`src/rtl/epsm_pkg.sv`:
```
package epsm_pkg;

    typedef enum logic [5:0] {
        ST_IDLE,
        ST_CHECK,
        ST_RED_A,
        ST_RED_X,
        ST_RED_Y,
        ST_FIND,
        ST_INIT_X,
        ST_INIT_Y,
        ST_BIT,
        ST_DBL_X,
        ST_DBL_Y,
        ST_ADD_X,
        ST_ADD_Y,
        ST_PA_0,
        ST_TAKE_X,
        ST_TAKE_Y,
        ST_EQ_SUM,
        ST_EQ_CHK,
        ST_DB_M1,
        ST_DB_M2,
        ST_DB_A,
        ST_DB_Y2,
        ST_CH_S1,
        ST_CH_S2,
        ST_INV_0,
        ST_INV_1,
        ST_INV_2,
        ST_INV_3,
        ST_INV_LOOP,
        ST_INV_DIV,
        ST_INV_R1,
        ST_INV_R2,
        ST_INV_Q,
        ST_INV_M,
        ST_INV_S,
        ST_INV_U1,
        ST_INV_U2,
        ST_INV_END,
        ST_LAM,
        ST_X1,
        ST_X2,
        ST_X3,
        ST_Y1,
        ST_Y2,
        ST_Y3,
        ST_PUT_X,
        ST_PUT_Y,
        ST_PA_END,
        ST_OUT
    } t_state;

    typedef enum logic [2:0] {
        OP_ADD,
        OP_SUB,
        OP_MUL,
        OP_DIV,
        OP_MOV,
        OP_QRED
    } t_op;

    typedef enum logic [4:0] {
        SEL_MD,
        SEL_ARED,
        SEL_BX,
        SEL_BY,
        SEL_AX,
        SEL_AY,
        SEL_TX,
        SEL_TY,
        SEL_LAM,
        SEL_T0,
        SEL_T1,
        SEL_T2,
        SEL_R1,
        SEL_R2,
        SEL_U1,
        SEL_U2,
        SEL_Q,
        SEL_ZERO,
        SEL_ONE,
        SEL_THREE
    } t_sel;

    localparam logic CFG_CURVE_A = 1'b0;
    localparam logic CFG_PRIME   = 1'b1;

    typedef struct packed {
        logic go;
        t_op  op;
        t_sel a;
        t_sel b;
        t_sel dst;
        logic load;
        logic k_shift;
        logic capture;
        logic res_inf;
        logic res_fault;
    } t_cmd;

    typedef struct packed {
        logic done;
        logic eq_x;
        logic eq_y;
        logic t0_zero;
        logic r2_zero;
        logic md_lt2;
        logic k_zero;
        logic k_msb;
        logic kcnt_zero;
        logic pinf;
    } t_sts;

endpackage

```
`src/rtl/epsm_dp.sv`:
```
module epsm_dp
    import epsm_pkg::*;
#(
    parameter int FIELD_BITS  = 32,
    parameter int SCALAR_BITS = 32
) (
    input  logic        i_clk,
    input  logic        i_rst_n,
    input  t_cmd        i_cmd,
    output t_sts        o_sts,
    input  logic        i_cfg_we,
    input  logic        i_cfg_idx,
    input  logic [31:0] i_cfg_wdata,
    input  logic [31:0] i_scalar,
    input  logic [31:0] i_point_x,
    input  logic [31:0] i_point_y,
    input  logic        i_point_at_infinity,
    output logic [31:0] o_result_x,
    output logic [31:0] o_result_y,
    output logic        o_result_infinity,
    output logic        o_fault
);

    localparam int W  = FIELD_BITS;
    localparam int S  = SCALAR_BITS;
    localparam int CW = (S > 1) ? $clog2(S) : 1;
    localparam int SW = $clog2(W);

    logic [31:0]   r_curve_a, r_prime;
    logic [W-1:0]  r_md, r_ared, r_bx, r_by, r_ax, r_ay, r_tx, r_ty;
    logic [W-1:0]  r_lam, r_t0, r_t1, r_t2, r_r1, r_r2, r_u1, r_u2, r_q;
    logic [S-1:0]  r_k;
    logic [CW-1:0] r_kcnt;
    logic          r_pinf;

    logic          r_busy, r_done;
    t_op           r_op;
    t_sel          r_dst;
    logic [W-1:0]  r_opa, r_opb, r_acc, r_rem;
    logic [SW-1:0] r_step;

    logic [31:0]   r_res_x, r_res_y;
    logic          r_res_inf, r_res_fault;

    logic [W-1:0]  va, vb, single_val, acc2, acc_n, rem_n, opa_n, wr_val;
    logic [W:0]    rem_sh;
    logic          ge, last, serial_go, wr_en;
    t_sel          wr_dst;

    function automatic logic [W-1:0] f_add(input logic [W-1:0] u, input logic [W-1:0] v,
                                           input logic [W-1:0] m);
        logic [W:0] s;
        s = {1'b0, u} + {1'b0, v};
        if (s >= {1'b0, m}) begin
            s = s - {1'b0, m};
        end
        return s[W-1:0];
    endfunction

    function automatic logic [W-1:0] f_sub(input logic [W-1:0] u, input logic [W-1:0] v,
                                           input logic [W-1:0] m);
        logic [W-1:0] d;
        d = u - v;
        if (u < v) begin
            d = d + m;
        end
        return d;
    endfunction

    function automatic logic [W-1:0] f_rd(input t_sel s);
        logic [W-1:0] v;
        case (s)
            SEL_MD:    v = r_md;
            SEL_ARED:  v = r_ared;
            SEL_BX:    v = r_bx;
            SEL_BY:    v = r_by;
            SEL_AX:    v = r_ax;
            SEL_AY:    v = r_ay;
            SEL_TX:    v = r_tx;
            SEL_TY:    v = r_ty;
            SEL_LAM:   v = r_lam;
            SEL_T0:    v = r_t0;
            SEL_T1:    v = r_t1;
            SEL_T2:    v = r_t2;
            SEL_R1:    v = r_r1;
            SEL_R2:    v = r_r2;
            SEL_U1:    v = r_u1;
            SEL_U2:    v = r_u2;
            SEL_Q:     v = r_q;
            SEL_ZERO:  v = '0;
            SEL_ONE:   v = W'(1);
            SEL_THREE: begin
                if (r_md == W'(2)) begin
                    v = W'(1);
                end else if (r_md == W'(3)) begin
                    v = '0;
                end else begin
                    v = W'(3);
                end
            end
            default:   v = '0;
        endcase
        return v;
    endfunction

    always_comb begin
        va = f_rd(i_cmd.a);
        vb = f_rd(i_cmd.b);
        case (i_cmd.op)
            OP_ADD:  single_val = f_add(va, vb, r_md);
            OP_SUB:  single_val = f_sub(va, vb, r_md);
            OP_QRED: single_val = (va >= r_md) ? (va - r_md) : va;
            default: single_val = va;
        endcase
        serial_go = i_cmd.go && (i_cmd.op == OP_MUL || i_cmd.op == OP_DIV);
    end

    // one quotient bit or one multiplier bit per cycle
    always_comb begin
        rem_sh = {r_rem, r_opa[W-1]};
        ge     = rem_sh >= {1'b0, r_opb};
        rem_n  = ge ? W'(rem_sh - {1'b0, r_opb}) : rem_sh[W-1:0];
        opa_n  = {r_opa[W-2:0], ge};
        acc2   = f_add(r_acc, r_acc, r_md);
        acc_n  = r_opb[W-1] ? f_add(acc2, r_opa, r_md) : acc2;
        last   = r_busy && (r_step == SW'(W - 1));
    end

    always_comb begin
        wr_en  = 1'b0;
        wr_dst = i_cmd.dst;
        wr_val = single_val;
        if (i_cmd.go && !serial_go) begin
            wr_en = 1'b1;
        end else if (last) begin
            wr_en  = 1'b1;
            wr_dst = r_dst;
            wr_val = (r_op == OP_DIV) ? rem_n : acc_n;
        end
    end

    always_ff @(posedge i_clk) begin
        if (!i_rst_n) begin
            r_curve_a <= '0;
            r_prime   <= 32'd3;
            r_busy    <= 1'b0;
            r_done    <= 1'b0;
        end else begin
            r_done <= (i_cmd.go && !serial_go) || last;
            if (i_cfg_we) begin
                case (i_cfg_idx)
                    CFG_CURVE_A: r_curve_a <= i_cfg_wdata;
                    CFG_PRIME:   r_prime   <= i_cfg_wdata;
                    default:     ;
                endcase
            end
            if (serial_go) begin
                r_busy <= 1'b1;
            end else if (last) begin
                r_busy <= 1'b0;
            end
        end
    end

    always_ff @(posedge i_clk) begin
        if (serial_go) begin
            r_op   <= i_cmd.op;
            r_dst  <= i_cmd.dst;
            r_opa  <= va;
            r_opb  <= vb;
            r_acc  <= '0;
            r_rem  <= '0;
            r_step <= '0;
        end else if (r_busy) begin
            r_step <= r_step + 1'b1;
            if (r_op == OP_DIV) begin
                r_rem <= rem_n;
                r_opa <= opa_n;
            end else begin
                r_acc <= acc_n;
                r_opb <= r_opb << 1;
            end
        end
        if (last && r_op == OP_DIV) begin
            r_q <= opa_n;
        end
        if (i_cmd.load) begin
            r_md   <= W'(r_prime);
            r_ared <= W'(r_curve_a);
            r_bx   <= W'(i_point_x);
            r_by   <= W'(i_point_y);
            r_k    <= S'(i_scalar);
            r_kcnt <= CW'(S - 1);
            r_pinf <= i_point_at_infinity;
        end
        if (i_cmd.k_shift) begin
            r_k    <= r_k << 1;
            r_kcnt <= r_kcnt - 1'b1;
        end
        if (wr_en) begin
            case (wr_dst)
                SEL_ARED: r_ared <= wr_val;
                SEL_BX:   r_bx   <= wr_val;
                SEL_BY:   r_by   <= wr_val;
                SEL_AX:   r_ax   <= wr_val;
                SEL_AY:   r_ay   <= wr_val;
                SEL_TX:   r_tx   <= wr_val;
                SEL_TY:   r_ty   <= wr_val;
                SEL_LAM:  r_lam  <= wr_val;
                SEL_T0:   r_t0   <= wr_val;
                SEL_T1:   r_t1   <= wr_val;
                SEL_T2:   r_t2   <= wr_val;
                SEL_R1:   r_r1   <= wr_val;
                SEL_R2:   r_r2   <= wr_val;
                SEL_U1:   r_u1   <= wr_val;
                SEL_U2:   r_u2   <= wr_val;
                SEL_Q:    r_q    <= wr_val;
                default:  ;
            endcase
        end
        if (i_cmd.capture) begin
            r_res_fault <= i_cmd.res_fault;
            r_res_inf   <= i_cmd.res_inf && !i_cmd.res_fault;
            if (i_cmd.res_fault || i_cmd.res_inf) begin
                r_res_x <= '0;
                r_res_y <= '0;
            end else begin
                r_res_x <= 32'(r_ax);
                r_res_y <= 32'(r_ay);
            end
        end
    end

    always_comb begin
        o_sts.done      = r_done;
        o_sts.eq_x      = (r_ax == r_tx);
        o_sts.eq_y      = (r_ay == r_ty);
        o_sts.t0_zero   = (r_t0 == '0);
        o_sts.r2_zero   = (r_r2 == '0);
        o_sts.md_lt2    = (r_md < W'(2));
        o_sts.k_zero    = (r_k == '0);
        o_sts.k_msb     = r_k[S-1];
        o_sts.kcnt_zero = (r_kcnt == '0);
        o_sts.pinf      = r_pinf;
    end

    assign o_result_x        = r_res_x;
    assign o_result_y        = r_res_y;
    assign o_result_infinity = r_res_inf;
    assign o_fault           = r_res_fault;

endmodule

```
`src/rtl/epsm_ctrl.sv`:
```
module epsm_ctrl
    import epsm_pkg::*;
(
    input  logic i_clk,
    input  logic i_rst_n,
    input  logic i_in_valid,
    output logic o_in_ready,
    output logic o_out_valid,
    input  logic i_out_ready,
    input  t_sts i_sts,
    output t_cmd o_cmd
);

    t_state r_state, n_state;
    logic   r_issued, r_ainf, r_tinf, r_keep, r_phase, r_fault, r_out_valid;
    logic   is_op, accept, slot_free;

    assign accept    = i_in_valid && (r_state == ST_IDLE);
    assign slot_free = !r_out_valid || i_out_ready;

    always_comb begin
        n_state = r_state;
        case (r_state)
            ST_IDLE:    if (accept) n_state = ST_CHECK;
            ST_CHECK: begin
                if (i_sts.md_lt2 || i_sts.k_zero || i_sts.pinf) begin
                    n_state = ST_OUT;
                end else begin
                    n_state = ST_RED_A;
                end
            end
            ST_RED_A:   if (i_sts.done) n_state = ST_RED_X;
            ST_RED_X:   if (i_sts.done) n_state = ST_RED_Y;
            ST_RED_Y:   if (i_sts.done) n_state = ST_FIND;
            ST_FIND:    if (i_sts.k_msb) n_state = ST_INIT_X;
            ST_INIT_X:  if (i_sts.done) n_state = ST_INIT_Y;
            ST_INIT_Y:  if (i_sts.done) n_state = ST_BIT;
            ST_BIT:     n_state = i_sts.kcnt_zero ? ST_OUT : ST_DBL_X;
            ST_DBL_X:   if (i_sts.done) n_state = ST_DBL_Y;
            ST_DBL_Y:   if (i_sts.done) n_state = ST_PA_0;
            ST_ADD_X:   if (i_sts.done) n_state = ST_ADD_Y;
            ST_ADD_Y:   if (i_sts.done) n_state = ST_PA_0;
            ST_PA_0: begin
                if (r_ainf) begin
                    n_state = r_keep ? ST_TAKE_X : ST_PA_END;
                end else if (r_tinf) begin
                    n_state = ST_PA_END;
                end else if (i_sts.eq_x) begin
                    n_state = ST_EQ_SUM;
                end else begin
                    n_state = ST_CH_S1;
                end
            end
            ST_TAKE_X:  if (i_sts.done) n_state = ST_TAKE_Y;
            ST_TAKE_Y:  if (i_sts.done) n_state = ST_PA_END;
            ST_EQ_SUM:  if (i_sts.done) n_state = ST_EQ_CHK;
            ST_EQ_CHK: begin
                if (i_sts.t0_zero || !i_sts.eq_y) begin
                    n_state = ST_PA_END;
                end else begin
                    n_state = ST_DB_M1;
                end
            end
            ST_DB_M1:   if (i_sts.done) n_state = ST_DB_M2;
            ST_DB_M2:   if (i_sts.done) n_state = ST_DB_A;
            ST_DB_A:    if (i_sts.done) n_state = ST_DB_Y2;
            ST_DB_Y2:   if (i_sts.done) n_state = ST_INV_0;
            ST_CH_S1:   if (i_sts.done) n_state = ST_CH_S2;
            ST_CH_S2:   if (i_sts.done) n_state = ST_INV_0;
            ST_INV_0:   if (i_sts.done) n_state = ST_INV_1;
            ST_INV_1:   if (i_sts.done) n_state = ST_INV_2;
            ST_INV_2:   if (i_sts.done) n_state = ST_INV_3;
            ST_INV_3:   if (i_sts.done) n_state = ST_INV_LOOP;
            ST_INV_LOOP: n_state = i_sts.r2_zero ? ST_INV_END : ST_INV_DIV;
            ST_INV_DIV: if (i_sts.done) n_state = ST_INV_R1;
            ST_INV_R1:  if (i_sts.done) n_state = ST_INV_R2;
            ST_INV_R2:  if (i_sts.done) n_state = ST_INV_Q;
            ST_INV_Q:   if (i_sts.done) n_state = ST_INV_M;
            ST_INV_M:   if (i_sts.done) n_state = ST_INV_S;
            ST_INV_S:   if (i_sts.done) n_state = ST_INV_U1;
            ST_INV_U1:  if (i_sts.done) n_state = ST_INV_U2;
            ST_INV_U2:  if (i_sts.done) n_state = ST_INV_LOOP;
            ST_INV_END: if (i_sts.done) n_state = ST_LAM;
            ST_LAM:     if (i_sts.done) n_state = ST_X1;
            ST_X1:      if (i_sts.done) n_state = ST_X2;
            ST_X2:      if (i_sts.done) n_state = ST_X3;
            ST_X3:      if (i_sts.done) n_state = ST_Y1;
            ST_Y1:      if (i_sts.done) n_state = ST_Y2;
            ST_Y2:      if (i_sts.done) n_state = ST_Y3;
            ST_Y3:      if (i_sts.done) n_state = r_keep ? ST_PUT_X : ST_PA_END;
            ST_PUT_X:   if (i_sts.done) n_state = ST_PUT_Y;
            ST_PUT_Y:   if (i_sts.done) n_state = ST_PA_END;
            ST_PA_END:  n_state = r_phase ? ST_BIT : ST_ADD_X;
            ST_OUT:     if (slot_free) n_state = ST_IDLE;
            default:    n_state = ST_IDLE;
        endcase
    end

    always_comb begin
        o_cmd           = '0;
        o_cmd.op        = OP_MOV;
        o_cmd.a         = SEL_ZERO;
        o_cmd.b         = SEL_ZERO;
        o_cmd.dst       = SEL_T2;
        o_cmd.load      = accept;
        o_cmd.res_inf   = r_ainf;
        o_cmd.res_fault = r_fault;
        is_op           = 1'b1;
        case (r_state)
            ST_RED_A:   begin o_cmd.op = OP_DIV; o_cmd.a = SEL_ARED; o_cmd.b = SEL_MD;
                              o_cmd.dst = SEL_ARED; end
            ST_RED_X:   begin o_cmd.op = OP_DIV; o_cmd.a = SEL_BX; o_cmd.b = SEL_MD;
                              o_cmd.dst = SEL_BX; end
            ST_RED_Y:   begin o_cmd.op = OP_DIV; o_cmd.a = SEL_BY; o_cmd.b = SEL_MD;
                              o_cmd.dst = SEL_BY; end
            ST_INIT_X:  begin o_cmd.a = SEL_BX; o_cmd.dst = SEL_AX; end
            ST_INIT_Y:  begin o_cmd.a = SEL_BY; o_cmd.dst = SEL_AY; end
            ST_DBL_X:   begin o_cmd.a = SEL_AX; o_cmd.dst = SEL_TX; end
            ST_DBL_Y:   begin o_cmd.a = SEL_AY; o_cmd.dst = SEL_TY; end
            ST_ADD_X:   begin o_cmd.a = SEL_BX; o_cmd.dst = SEL_TX; end
            ST_ADD_Y:   begin o_cmd.a = SEL_BY; o_cmd.dst = SEL_TY; end
            ST_TAKE_X:  begin o_cmd.a = SEL_TX; o_cmd.dst = SEL_AX; end
            ST_TAKE_Y:  begin o_cmd.a = SEL_TY; o_cmd.dst = SEL_AY; end
            ST_EQ_SUM:  begin o_cmd.op = OP_ADD; o_cmd.a = SEL_AY; o_cmd.b = SEL_TY;
                              o_cmd.dst = SEL_T0; end
            ST_DB_M1:   begin o_cmd.op = OP_MUL; o_cmd.a = SEL_AX; o_cmd.b = SEL_AX;
                              o_cmd.dst = SEL_T0; end
            ST_DB_M2:   begin o_cmd.op = OP_MUL; o_cmd.a = SEL_THREE; o_cmd.b = SEL_T0;
                              o_cmd.dst = SEL_T0; end
            ST_DB_A:    begin o_cmd.op = OP_ADD; o_cmd.a = SEL_T0; o_cmd.b = SEL_ARED;
                              o_cmd.dst = SEL_T0; end
            ST_DB_Y2:   begin o_cmd.op = OP_ADD; o_cmd.a = SEL_AY; o_cmd.b = SEL_AY;
                              o_cmd.dst = SEL_T1; end
            ST_CH_S1:   begin o_cmd.op = OP_SUB; o_cmd.a = SEL_TY; o_cmd.b = SEL_AY;
                              o_cmd.dst = SEL_T0; end
            ST_CH_S2:   begin o_cmd.op = OP_SUB; o_cmd.a = SEL_TX; o_cmd.b = SEL_AX;
                              o_cmd.dst = SEL_T1; end
            ST_INV_0:   begin o_cmd.a = SEL_MD; o_cmd.dst = SEL_R1; end
            ST_INV_1:   begin o_cmd.a = SEL_T1; o_cmd.dst = SEL_R2; end
            ST_INV_2:   begin o_cmd.a = SEL_ZERO; o_cmd.dst = SEL_U1; end
            ST_INV_3:   begin o_cmd.a = SEL_ONE; o_cmd.dst = SEL_U2; end
            ST_INV_DIV: begin o_cmd.op = OP_DIV; o_cmd.a = SEL_R1; o_cmd.b = SEL_R2;
                              o_cmd.dst = SEL_T2; end
            ST_INV_R1:  begin o_cmd.a = SEL_R2; o_cmd.dst = SEL_R1; end
            ST_INV_R2:  begin o_cmd.a = SEL_T2; o_cmd.dst = SEL_R2; end
            ST_INV_Q:   begin o_cmd.op = OP_QRED; o_cmd.a = SEL_Q; o_cmd.dst = SEL_Q; end
            ST_INV_M:   begin o_cmd.op = OP_MUL; o_cmd.a = SEL_Q; o_cmd.b = SEL_U2;
                              o_cmd.dst = SEL_T2; end
            ST_INV_S:   begin o_cmd.op = OP_SUB; o_cmd.a = SEL_U1; o_cmd.b = SEL_T2;
                              o_cmd.dst = SEL_T2; end
            ST_INV_U1:  begin o_cmd.a = SEL_U2; o_cmd.dst = SEL_U1; end
            ST_INV_U2:  begin o_cmd.a = SEL_T2; o_cmd.dst = SEL_U2; end
            ST_INV_END: begin o_cmd.a = SEL_U1; o_cmd.dst = SEL_T1; end
            ST_LAM:     begin o_cmd.op = OP_MUL; o_cmd.a = SEL_T0; o_cmd.b = SEL_T1;
                              o_cmd.dst = SEL_LAM; end
            ST_X1:      begin o_cmd.op = OP_MUL; o_cmd.a = SEL_LAM; o_cmd.b = SEL_LAM;
                              o_cmd.dst = SEL_T0; end
            ST_X2:      begin o_cmd.op = OP_SUB; o_cmd.a = SEL_T0; o_cmd.b = SEL_AX;
                              o_cmd.dst = SEL_T0; end
            ST_X3:      begin o_cmd.op = OP_SUB; o_cmd.a = SEL_T0; o_cmd.b = SEL_TX;
                              o_cmd.dst = SEL_T0; end
            ST_Y1:      begin o_cmd.op = OP_SUB; o_cmd.a = SEL_AX; o_cmd.b = SEL_T0;
                              o_cmd.dst = SEL_T1; end
            ST_Y2:      begin o_cmd.op = OP_MUL; o_cmd.a = SEL_LAM; o_cmd.b = SEL_T1;
                              o_cmd.dst = SEL_T1; end
            ST_Y3:      begin o_cmd.op = OP_SUB; o_cmd.a = SEL_T1; o_cmd.b = SEL_AY;
                              o_cmd.dst = SEL_T1; end
            ST_PUT_X:   begin o_cmd.a = SEL_T0; o_cmd.dst = SEL_AX; end
            ST_PUT_Y:   begin o_cmd.a = SEL_T1; o_cmd.dst = SEL_AY; end
            ST_FIND: begin
                is_op         = 1'b0;
                o_cmd.k_shift = !i_sts.k_msb;
            end
            ST_BIT: begin
                is_op         = 1'b0;
                o_cmd.k_shift = !i_sts.kcnt_zero;
            end
            ST_OUT: begin
                is_op         = 1'b0;
                o_cmd.capture = slot_free;
            end
            default:    is_op = 1'b0;
        endcase
        o_cmd.go = is_op && !r_issued;
    end

    always_ff @(posedge i_clk) begin
        if (!i_rst_n) begin
            r_state     <= ST_IDLE;
            r_issued    <= 1'b0;
            r_ainf      <= 1'b0;
            r_tinf      <= 1'b0;
            r_keep      <= 1'b0;
            r_phase     <= 1'b0;
            r_fault     <= 1'b0;
            r_out_valid <= 1'b0;
        end else begin
            r_state <= n_state;
            if (o_cmd.go) begin
                r_issued <= 1'b1;
            end else if (i_sts.done) begin
                r_issued <= 1'b0;
            end
            if (o_cmd.capture) begin
                r_out_valid <= 1'b1;
            end else if (i_out_ready) begin
                r_out_valid <= 1'b0;
            end
            case (r_state)
                ST_CHECK: begin
                    r_fault <= i_sts.md_lt2;
                    r_ainf  <= 1'b1;
                end
                ST_INIT_Y: if (i_sts.done) r_ainf <= 1'b0;
                ST_BIT: begin
                    r_phase <= 1'b0;
                    r_keep  <= 1'b1;
                end
                ST_DBL_Y:  if (i_sts.done) r_tinf <= r_ainf;
                ST_ADD_X:  r_keep <= i_sts.k_msb;
                ST_ADD_Y:  if (i_sts.done) r_tinf <= 1'b0;
                ST_PA_0:   if (r_ainf && r_keep) r_ainf <= r_tinf;
                ST_EQ_CHK: begin
                    if (i_sts.t0_zero || !i_sts.eq_y) begin
                        if (r_keep) r_ainf <= 1'b1;
                        if (!i_sts.t0_zero) r_fault <= 1'b1;
                    end
                end
                ST_PUT_Y:  if (i_sts.done) r_ainf <= 1'b0;
                ST_PA_END: r_phase <= 1'b1;
                default:   ;
            endcase
        end
    end

    assign o_in_ready  = (r_state == ST_IDLE);
    assign o_out_valid = r_out_valid;

    a_done_issued: assert property (@(posedge i_clk) disable iff (!i_rst_n)
        i_sts.done |-> r_issued)
        else $error("datapath done without an issued operation");

    a_idle_quiet: assert property (@(posedge i_clk) disable iff (!i_rst_n)
        o_in_ready |-> (!r_issued && !i_sts.done))
        else $error("operation pending while idle");

    a_accept_check: assert property (@(posedge i_clk) disable iff (!i_rst_n)
        (i_in_valid && o_in_ready) |=> (r_state == ST_CHECK))
        else $error("accepted beat did not start a check");

endmodule

```
`src/rtl/ecc_point_scalar_multiply.sv`:
```
// channel  | valid         | ready         | payload
// input    | i_in_valid    | o_in_ready    | i_scalar, i_point_x, i_point_y, i_point_at_infinity
// output   | o_out_valid   | i_out_ready   | o_result_x, o_result_y, o_result_infinity, o_fault
// config   | i_cfg_we      | -             | i_cfg_idx, i_cfg_wdata
// One beat at a time. Multiply and divide run bit-serially; other field ops write in a single step.
// Per scalar bit: two point additions, each about 20 ops plus one inverse of
// up to ~1.45*FIELD_BITS Euclid rounds, all run on the one shared ALU.
// Reset is synchronous, active low; config registers reset to a = 0, p = 3.
// A finished result waits in the output register while the next beat is accepted.
module ecc_point_scalar_multiply
    import epsm_pkg::*;
#(
    parameter int FIELD_BITS  = 32,
    parameter int SCALAR_BITS = 32
) (
    input  logic        i_clk,
    input  logic        i_rst_n,
    input  logic        i_in_valid,
    output logic        o_in_ready,
    input  logic [31:0] i_scalar,
    input  logic [31:0] i_point_x,
    input  logic [31:0] i_point_y,
    input  logic        i_point_at_infinity,
    output logic        o_out_valid,
    input  logic        i_out_ready,
    output logic [31:0] o_result_x,
    output logic [31:0] o_result_y,
    output logic        o_result_infinity,
    output logic        o_fault,
    input  logic        i_cfg_we,
    input  logic        i_cfg_idx,
    input  logic [31:0] i_cfg_wdata
);

    t_cmd cmd;
    t_sts sts;

    epsm_ctrl u_ctrl (
        .i_clk       (i_clk),
        .i_rst_n     (i_rst_n),
        .i_in_valid  (i_in_valid),
        .o_in_ready  (o_in_ready),
        .o_out_valid (o_out_valid),
        .i_out_ready (i_out_ready),
        .i_sts       (sts),
        .o_cmd       (cmd)
    );

    epsm_dp #(
        .FIELD_BITS  (FIELD_BITS),
        .SCALAR_BITS (SCALAR_BITS)
    ) u_dp (
        .i_clk               (i_clk),
        .i_rst_n             (i_rst_n),
        .i_cmd               (cmd),
        .o_sts               (sts),
        .i_cfg_we            (i_cfg_we),
        .i_cfg_idx           (i_cfg_idx),
        .i_cfg_wdata         (i_cfg_wdata),
        .i_scalar            (i_scalar),
        .i_point_x           (i_point_x),
        .i_point_y           (i_point_y),
        .i_point_at_infinity (i_point_at_infinity),
        .o_result_x          (o_result_x),
        .o_result_y          (o_result_y),
        .o_result_infinity   (o_result_infinity),
        .o_fault             (o_fault)
    );

endmodule

```
`config.mk`:
```
export PLATFORM = sky130hd
export DESIGN_NAME = ecc_point_scalar_multiply
export DESIGN_NICKNAME = d
export VERILOG_FILES = /design/src/rtl/epsm_pkg.sv /design/src/rtl/epsm_dp.sv /design/src/rtl/epsm_ctrl.sv /design/src/rtl/ecc_point_scalar_multiply.sv
export SDC_FILE = /design/constraint.sdc
export NUM_CORES = 2
export LEC_CHECK = 0
export BUFFER_PORTS_ARGS = -buffer_cell sky130_fd_sc_hd__buf_4
export CELL_PAD_IN_SITES_DETAIL_PLACEMENT = 2
export CELL_PAD_IN_SITES_GLOBAL_PLACEMENT = 2
export CORE_MARGIN = 1.5
export CORE_UTILIZATION = 25
export DETAILED_ROUTE_END_ITERATION = 12
export GPL_ROUTABILITY_DRIVEN = 1
export HOLD_SLACK_MARGIN = 0.08
export PLACE_DENSITY = 0.59
export SLEW_MARGIN = 20
export SYNTH_ARGS = -nofsm -noshare
export SYNTH_HDL_FRONTEND = slang
export SYNTH_SLANG_ARGS = --single-unit
```
`constraint.sdc`:
```
create_clock -name i_clk -period 7.37 [get_ports i_clk]
set_input_delay 1.1055 -clock i_clk [delete_from_list [all_inputs] [get_ports i_clk]]
set_output_delay 1.1055 -clock i_clk [all_outputs]
set_load 0.05 [all_outputs]
```
==> impl_metrics.prom <==
# TYPE chip_impl_metric gauge
chip_impl_metric{name="period_minus_slack",unit="ps"} 8160
chip_impl_metric{name="p_r_area_growth_vs_syn",unit="%"} 43.6
chip_impl_metric{name="yosysTopAreaCellShare",unit="%"} 31.2
chip_impl_metric{name="fin_area",unit="um2"} 81700
chip_impl_info{name="hold_path_start",value="u_dp.r_prime[2]"} 1
chip_impl_metric{name="floorplan.rows",unit=""} 174
chip_impl_metric{name="postSynthRegisterBits",unit=""} 868
chip_impl_metric{name="cts.hold.buffers_added",unit=""} 0
chip_impl_metric{name="netlist_area",unit="um2"} 56900
chip_impl_metric{name="cts_sinks",unit=""} 868
chip_impl_metric{name="io_pins",unit=""} 203
chip_impl_metric{name="syn_nets",unit=""} 6496
chip_impl_metric{name="cp_max_fo",unit=""} 8
chip_impl_info{name="cts_root_buffer",value="sky130_fd_sc_hd__clkbuf_16"} 1
chip_impl_metric{name="clkLatencyLatePin",unit="ps"} 780
chip_impl_metric{name="finish.net_count",unit=""} 8226
chip_impl_metric{name="multiInputGateArea",unit="um2"} 34200
chip_impl_info{name="result_of_the_run",value="finished, violations left"} 1
chip_impl_metric{name="core_area",unit="um2"} 226000
chip_impl_metric{name="timing.max_slew.rel_slack",unit="%"} 20.6
chip_impl_info{name="timing.critical_path.mode_cell",value="sky130_fd_sc_hd__buf_4"} 1
chip_impl_metric{name="cts-htree-levels",unit=""} 3
chip_impl_metric{name="largest_stage_delay_on_the_critical_path",unit="ps"} 680
chip_impl_metric{name="drtIter0Drc",unit=""} 6880
chip_impl_metric{name="critPathBufInv",unit=""} 12
chip_impl_metric{name="max_freq",unit="MHz"} 123
chip_impl_info{name="worstSetupEndpointType",value="flip-flop"} 1
chip_impl_metric{name="post_drt_wl_per_cell",unit="um"} 34.9
chip_impl_metric{name="maxSlewViolCount",unit=""} 0
chip_impl_metric{name="fin_crit_sh",unit="%"} 111
chip_impl_info{name="ranking_of_synthesized_cells_by_instance_count",value="705 x sky130_fd_sc_hd__nand2_1, 591 x sky130_fd_sc_hd__edfxtp_1, 425 x sky130_fd_sc_hd__a21oi_1"} 1
chip_impl_info{name="startpoint_type_of_the_worst_setup_path",value="flip-flop"} 1
chip_impl_metric{name="tightestPinTransition",unit="ps"} 1180
chip_impl_metric{name="die_h",unit="um"} 480
chip_impl_metric{name="clock_path_buffers",unit=""} 3
chip_impl_metric{name="die_width",unit="um"} 480
chip_impl_metric{name="grt_remaining_overflow",unit=""} 0
chip_impl_info{name="ys.flop_type",value="sky130_fd_sc_hd__edfxtp_1"} 1
chip_impl_info{name="post-synth-top-area-cell",value="sky130_fd_sc_hd__edfxtp_1"} 1
chip_impl_metric{name="number_of_antenna_violations_at_the_first_check_in_global_routing",unit=""} 34
chip_impl_info{name="worst_hold_path_type",value="reg2reg"} 1
chip_impl_info{name="cpLargestDelayFamily",value="compound AO/OA/AOI/OAI gates"} 1
chip_impl_metric{name="dpl.cell_count",unit=""} 10500
chip_impl_metric{name="synth_edf_count",unit=""} 591
chip_impl_metric{name="groute.usage.overall",unit="%"} 31.8
chip_impl_metric{name="ys_types",unit=""} 111
chip_impl_metric{name="syn-instance-count",unit=""} 6061
chip_impl_metric{name="grt_max_degree",unit=""} 102
chip_impl_info{name="critical_path_class",value="reg2reg"} 1
chip_impl_metric{name="setup_viol",unit=""} 514
chip_impl_metric{name="drc",unit=""} 0
chip_impl_metric{name="hpwl",unit="um"} 302000
chip_impl_info{name="grt_setup_unrepaired",value="yes"} 1
chip_impl_metric{name="vias_per_cell",unit=""} 5.69
chip_impl_info{name="cts_tree",value="yes"} 1
chip_impl_metric{name="detailed_route_wire_length",unit="um"} 380000
chip_impl_info{name="worst_setup_path_startpoint",value="u_ctrl.r_state[3]"} 1
chip_impl_metric{name="max_cap_viol_count",unit=""} 0
chip_impl_metric{name="effective_utilization_at_floorplan",unit="%"} 25.2
chip_impl_info{name="synthMostInstantiatedCell",value="sky130_fd_sc_hd__nand2_1"} 1
chip_impl_metric{name="cts.clk_slew.worst_paths",unit="ps"} 60
chip_impl_metric{name="cts_buffers",unit=""} 103
chip_impl_metric{name="count_of_buffers_from_port_buffering",unit=""} 202
chip_impl_metric{name="worst_slack",unit="ps"} -788
chip_impl_metric{name="area_occupied_by_registers",unit="um2"} 23300
chip_impl_metric{name="wire_length_of_the_first_global_routing_pass",unit="um"} 519000
chip_impl_metric{name="fillers",unit=""} 24600
chip_impl_metric{name="synth_seq_area_share",unit="%"} 40.9
chip_impl_metric{name="die-area",unit="um2"} 231000
chip_impl_metric{name="synth_area_per_cell",unit="um2"} 9.39
chip_impl_metric{name="ys.warnings.count",unit=""} 0
chip_impl_metric{name="critPathArrivalTime",unit="ps"} 8620
chip_impl_metric{name="place.gp.congestion",unit=""} 0.974
chip_impl_metric{name="drt_first_pass_iters",unit=""} 9
chip_impl_info{name="startpoint_of_the_most_critical_register_to_register_path",value="u_ctrl.r_state[3]"} 1
chip_impl_metric{name="post_layout_nonfiller_instances",unit=""} 10900
chip_impl_metric{name="async_reset_ff_share",unit="%"} 0
chip_impl_metric{name="clock-skew-final",unit="ps"} 50.5
chip_impl_metric{name="number_of_global_route_vias_before_repair",unit=""} 64800
chip_impl_metric{name="vias",unit=""} 62000
chip_impl_metric{name="critical_path_required",unit="ps"} 7830
chip_impl_metric{name="postRouteAntennaNets",unit=""} 0
chip_impl_info{name="synth.area.top_cells",value="sky130_fd_sc_hd__edfxtp_1 31%, sky130_fd_sc_hd__dfxtp_1 9.7%, sky130_fd_sc_hd__ha_1 6.4%"} 1
chip_impl_info{name="cpMaxStageDelayCell",value="sky130_fd_sc_hd__a222oi_1"} 1
chip_impl_metric{name="post_route_cells_drive_above_1_share",unit="%"} 34.1
chip_impl_metric{name="report.final.hold_viol_count",unit=""} 0
chip_impl_metric{name="cell_area_after_placement",unit="um2"} 73700
chip_impl_info{name="violations_in_the_final_reports",value="setup timing"} 1
layer usage:
| layer | part of all wire (%) | up-vias | global-route usage [%] |
|---|---|---|---|
| li1 | - | 26500 | - |
| met1 | 42 | 31900 | 40.9 |
| met2 | 46 | 2737 | 51.7 |
| met3 | 6.8 | 741 | 4.49 |
| met4 | 6.2 | 14 | 16.7 |
| met5 | 0.027 | - | 0 |
per-stage QoR:
stage	util, %	hold slack [ps]	worst slack [ps]	setup TNS, ps
floorplan	-	408	18.1	0
global placement	32.7	416	-2120	-774420
detailed placement	32.7	422	-2330	-872090
CTS	35.6	435	-547	-198020
global route	36.2	447	-906	-385850
finish	36.2	437	-788	-285440
cell usage in the layout (no fill, tap or decap), types with 30 or more instances in the layout:
master / synthesis / layout
sky130_fd_sc_hd__and3_1: 66 / 63
sky130_fd_sc_hd__a21boi_0: 45 / 38
sky130_fd_sc_hd__nor3_1: 102 / 84
sky130_fd_sc_hd__buf_4: 15 / 1821
sky130_fd_sc_hd__a22o_1: 45 / 44
sky130_fd_sc_hd__o21a_1: 50 / 50
sky130_fd_sc_hd__ha_1: 291 / 240
sky130_fd_sc_hd__nor2b_1: 49 / 43
sky130_fd_sc_hd__dfxtp_1: 277 / 271
sky130_fd_sc_hd__buf_6: 3 / 56
sky130_fd_sc_hd__inv_1: 241 / 214
sky130_fd_sc_hd__clkbuf_16: 0 / 108
sky130_fd_sc_hd__a222oi_1: 139 / 139
sky130_fd_sc_hd__edfxtp_1: 591 / 591
sky130_fd_sc_hd__a22oi_1: 173 / 170
sky130_fd_sc_hd__nor2_1: 345 / 311
sky130_fd_sc_hd__o21ai_1: 12 / 32
sky130_fd_sc_hd__o21ai_0: 293 / 245
sky130_fd_sc_hd__nand2b_1: 51 / 40
sky130_fd_sc_hd__clkbuf_1: 209 / 30
sky130_fd_sc_hd__a221o_1: 36 / 33
sky130_fd_sc_hd__xor2_1: 111 / 108
sky130_fd_sc_hd__nand4_1: 90 / 90
sky130_fd_sc_hd__o211ai_1: 49 / 49
sky130_fd_sc_hd__nand2_1: 705 / 682
sky130_fd_sc_hd__xnor2_1: 176 / 166
sky130_fd_sc_hd__buf_12: 0 / 72
sky130_fd_sc_hd__nor4_1: 65 / 51
sky130_fd_sc_hd__a211oi_1: 105 / 84
sky130_fd_sc_hd__a21oi_1: 425 / 380
sky130_fd_sc_hd__nand3_1: 152 / 137
sky130_fd_sc_hd__a221oi_1: 69 / 55
sky130_fd_sc_hd__a31oi_1: 62 / 49
sky130_fd_sc_hd__a21oi_2: 1 / 33
sky130_fd_sc_hd__and2_1: 100 / 92
sky130_fd_sc_hd__mux2_2: 36 / 34
sky130_fd_sc_hd__ha_4: 0 / 43
sky130_fd_sc_hd__mux2i_1: 240 / 234
sky130_fd_sc_hd__a21o_1: 105 / 104
worst paths after layout:
path                    to  slack, ps  depth (start not counted)
min reg2reg   u_dp.r_md[2]        440                          0
max reg2reg  u_dp.r_ax[13]       -790                         37
min           u_dp.r_md[2]        440                          0
max          u_dp.r_ax[13]       -790                         37
what timing repair did:
action,4_1_cts,5_1_grt
cloned,10,5
gates resized for setup,465,199
pin swaps,152,137
setup endpoints to repair,544,543
setup buffers,127,41
cell families after synthesis:
| logic type | count (synthesis) | share of synthesized area (%) |
|---|---|---|
| compound gates | 1875 | 23.1 |
| simple gates | 1854 | 15.5 |
| flops | 868 | 40.9 |
| buf+inv | 597 | 4.29 |
| fa+ha+maj | 300 | 6.71 |
| xor+xnor | 287 | 4.42 |
| mux | 280 | 5.03 |
final cells by class:
| class | count | share of cell area (%) |
|---|---|---|
| multi-input combinational | 4597 | 41.8 |
| sequential | 868 | 28.5 |
| timing repair buffer | 1971 | 19.7 |
| tap | 2992 | 4.58 |
| clock buffer | 151 | 3.62 |
| inverter | 245 | 1.19 |
| clock inverter | 42 | 0.505 |
| timing repair inverter | 5 | 0.0459 |
| antenna | 11 | 0.0337 |
Power is left out: the tool's default activity adds up to more than one toggle a clock period on the data nets, which glitch-free logic cannot reach.
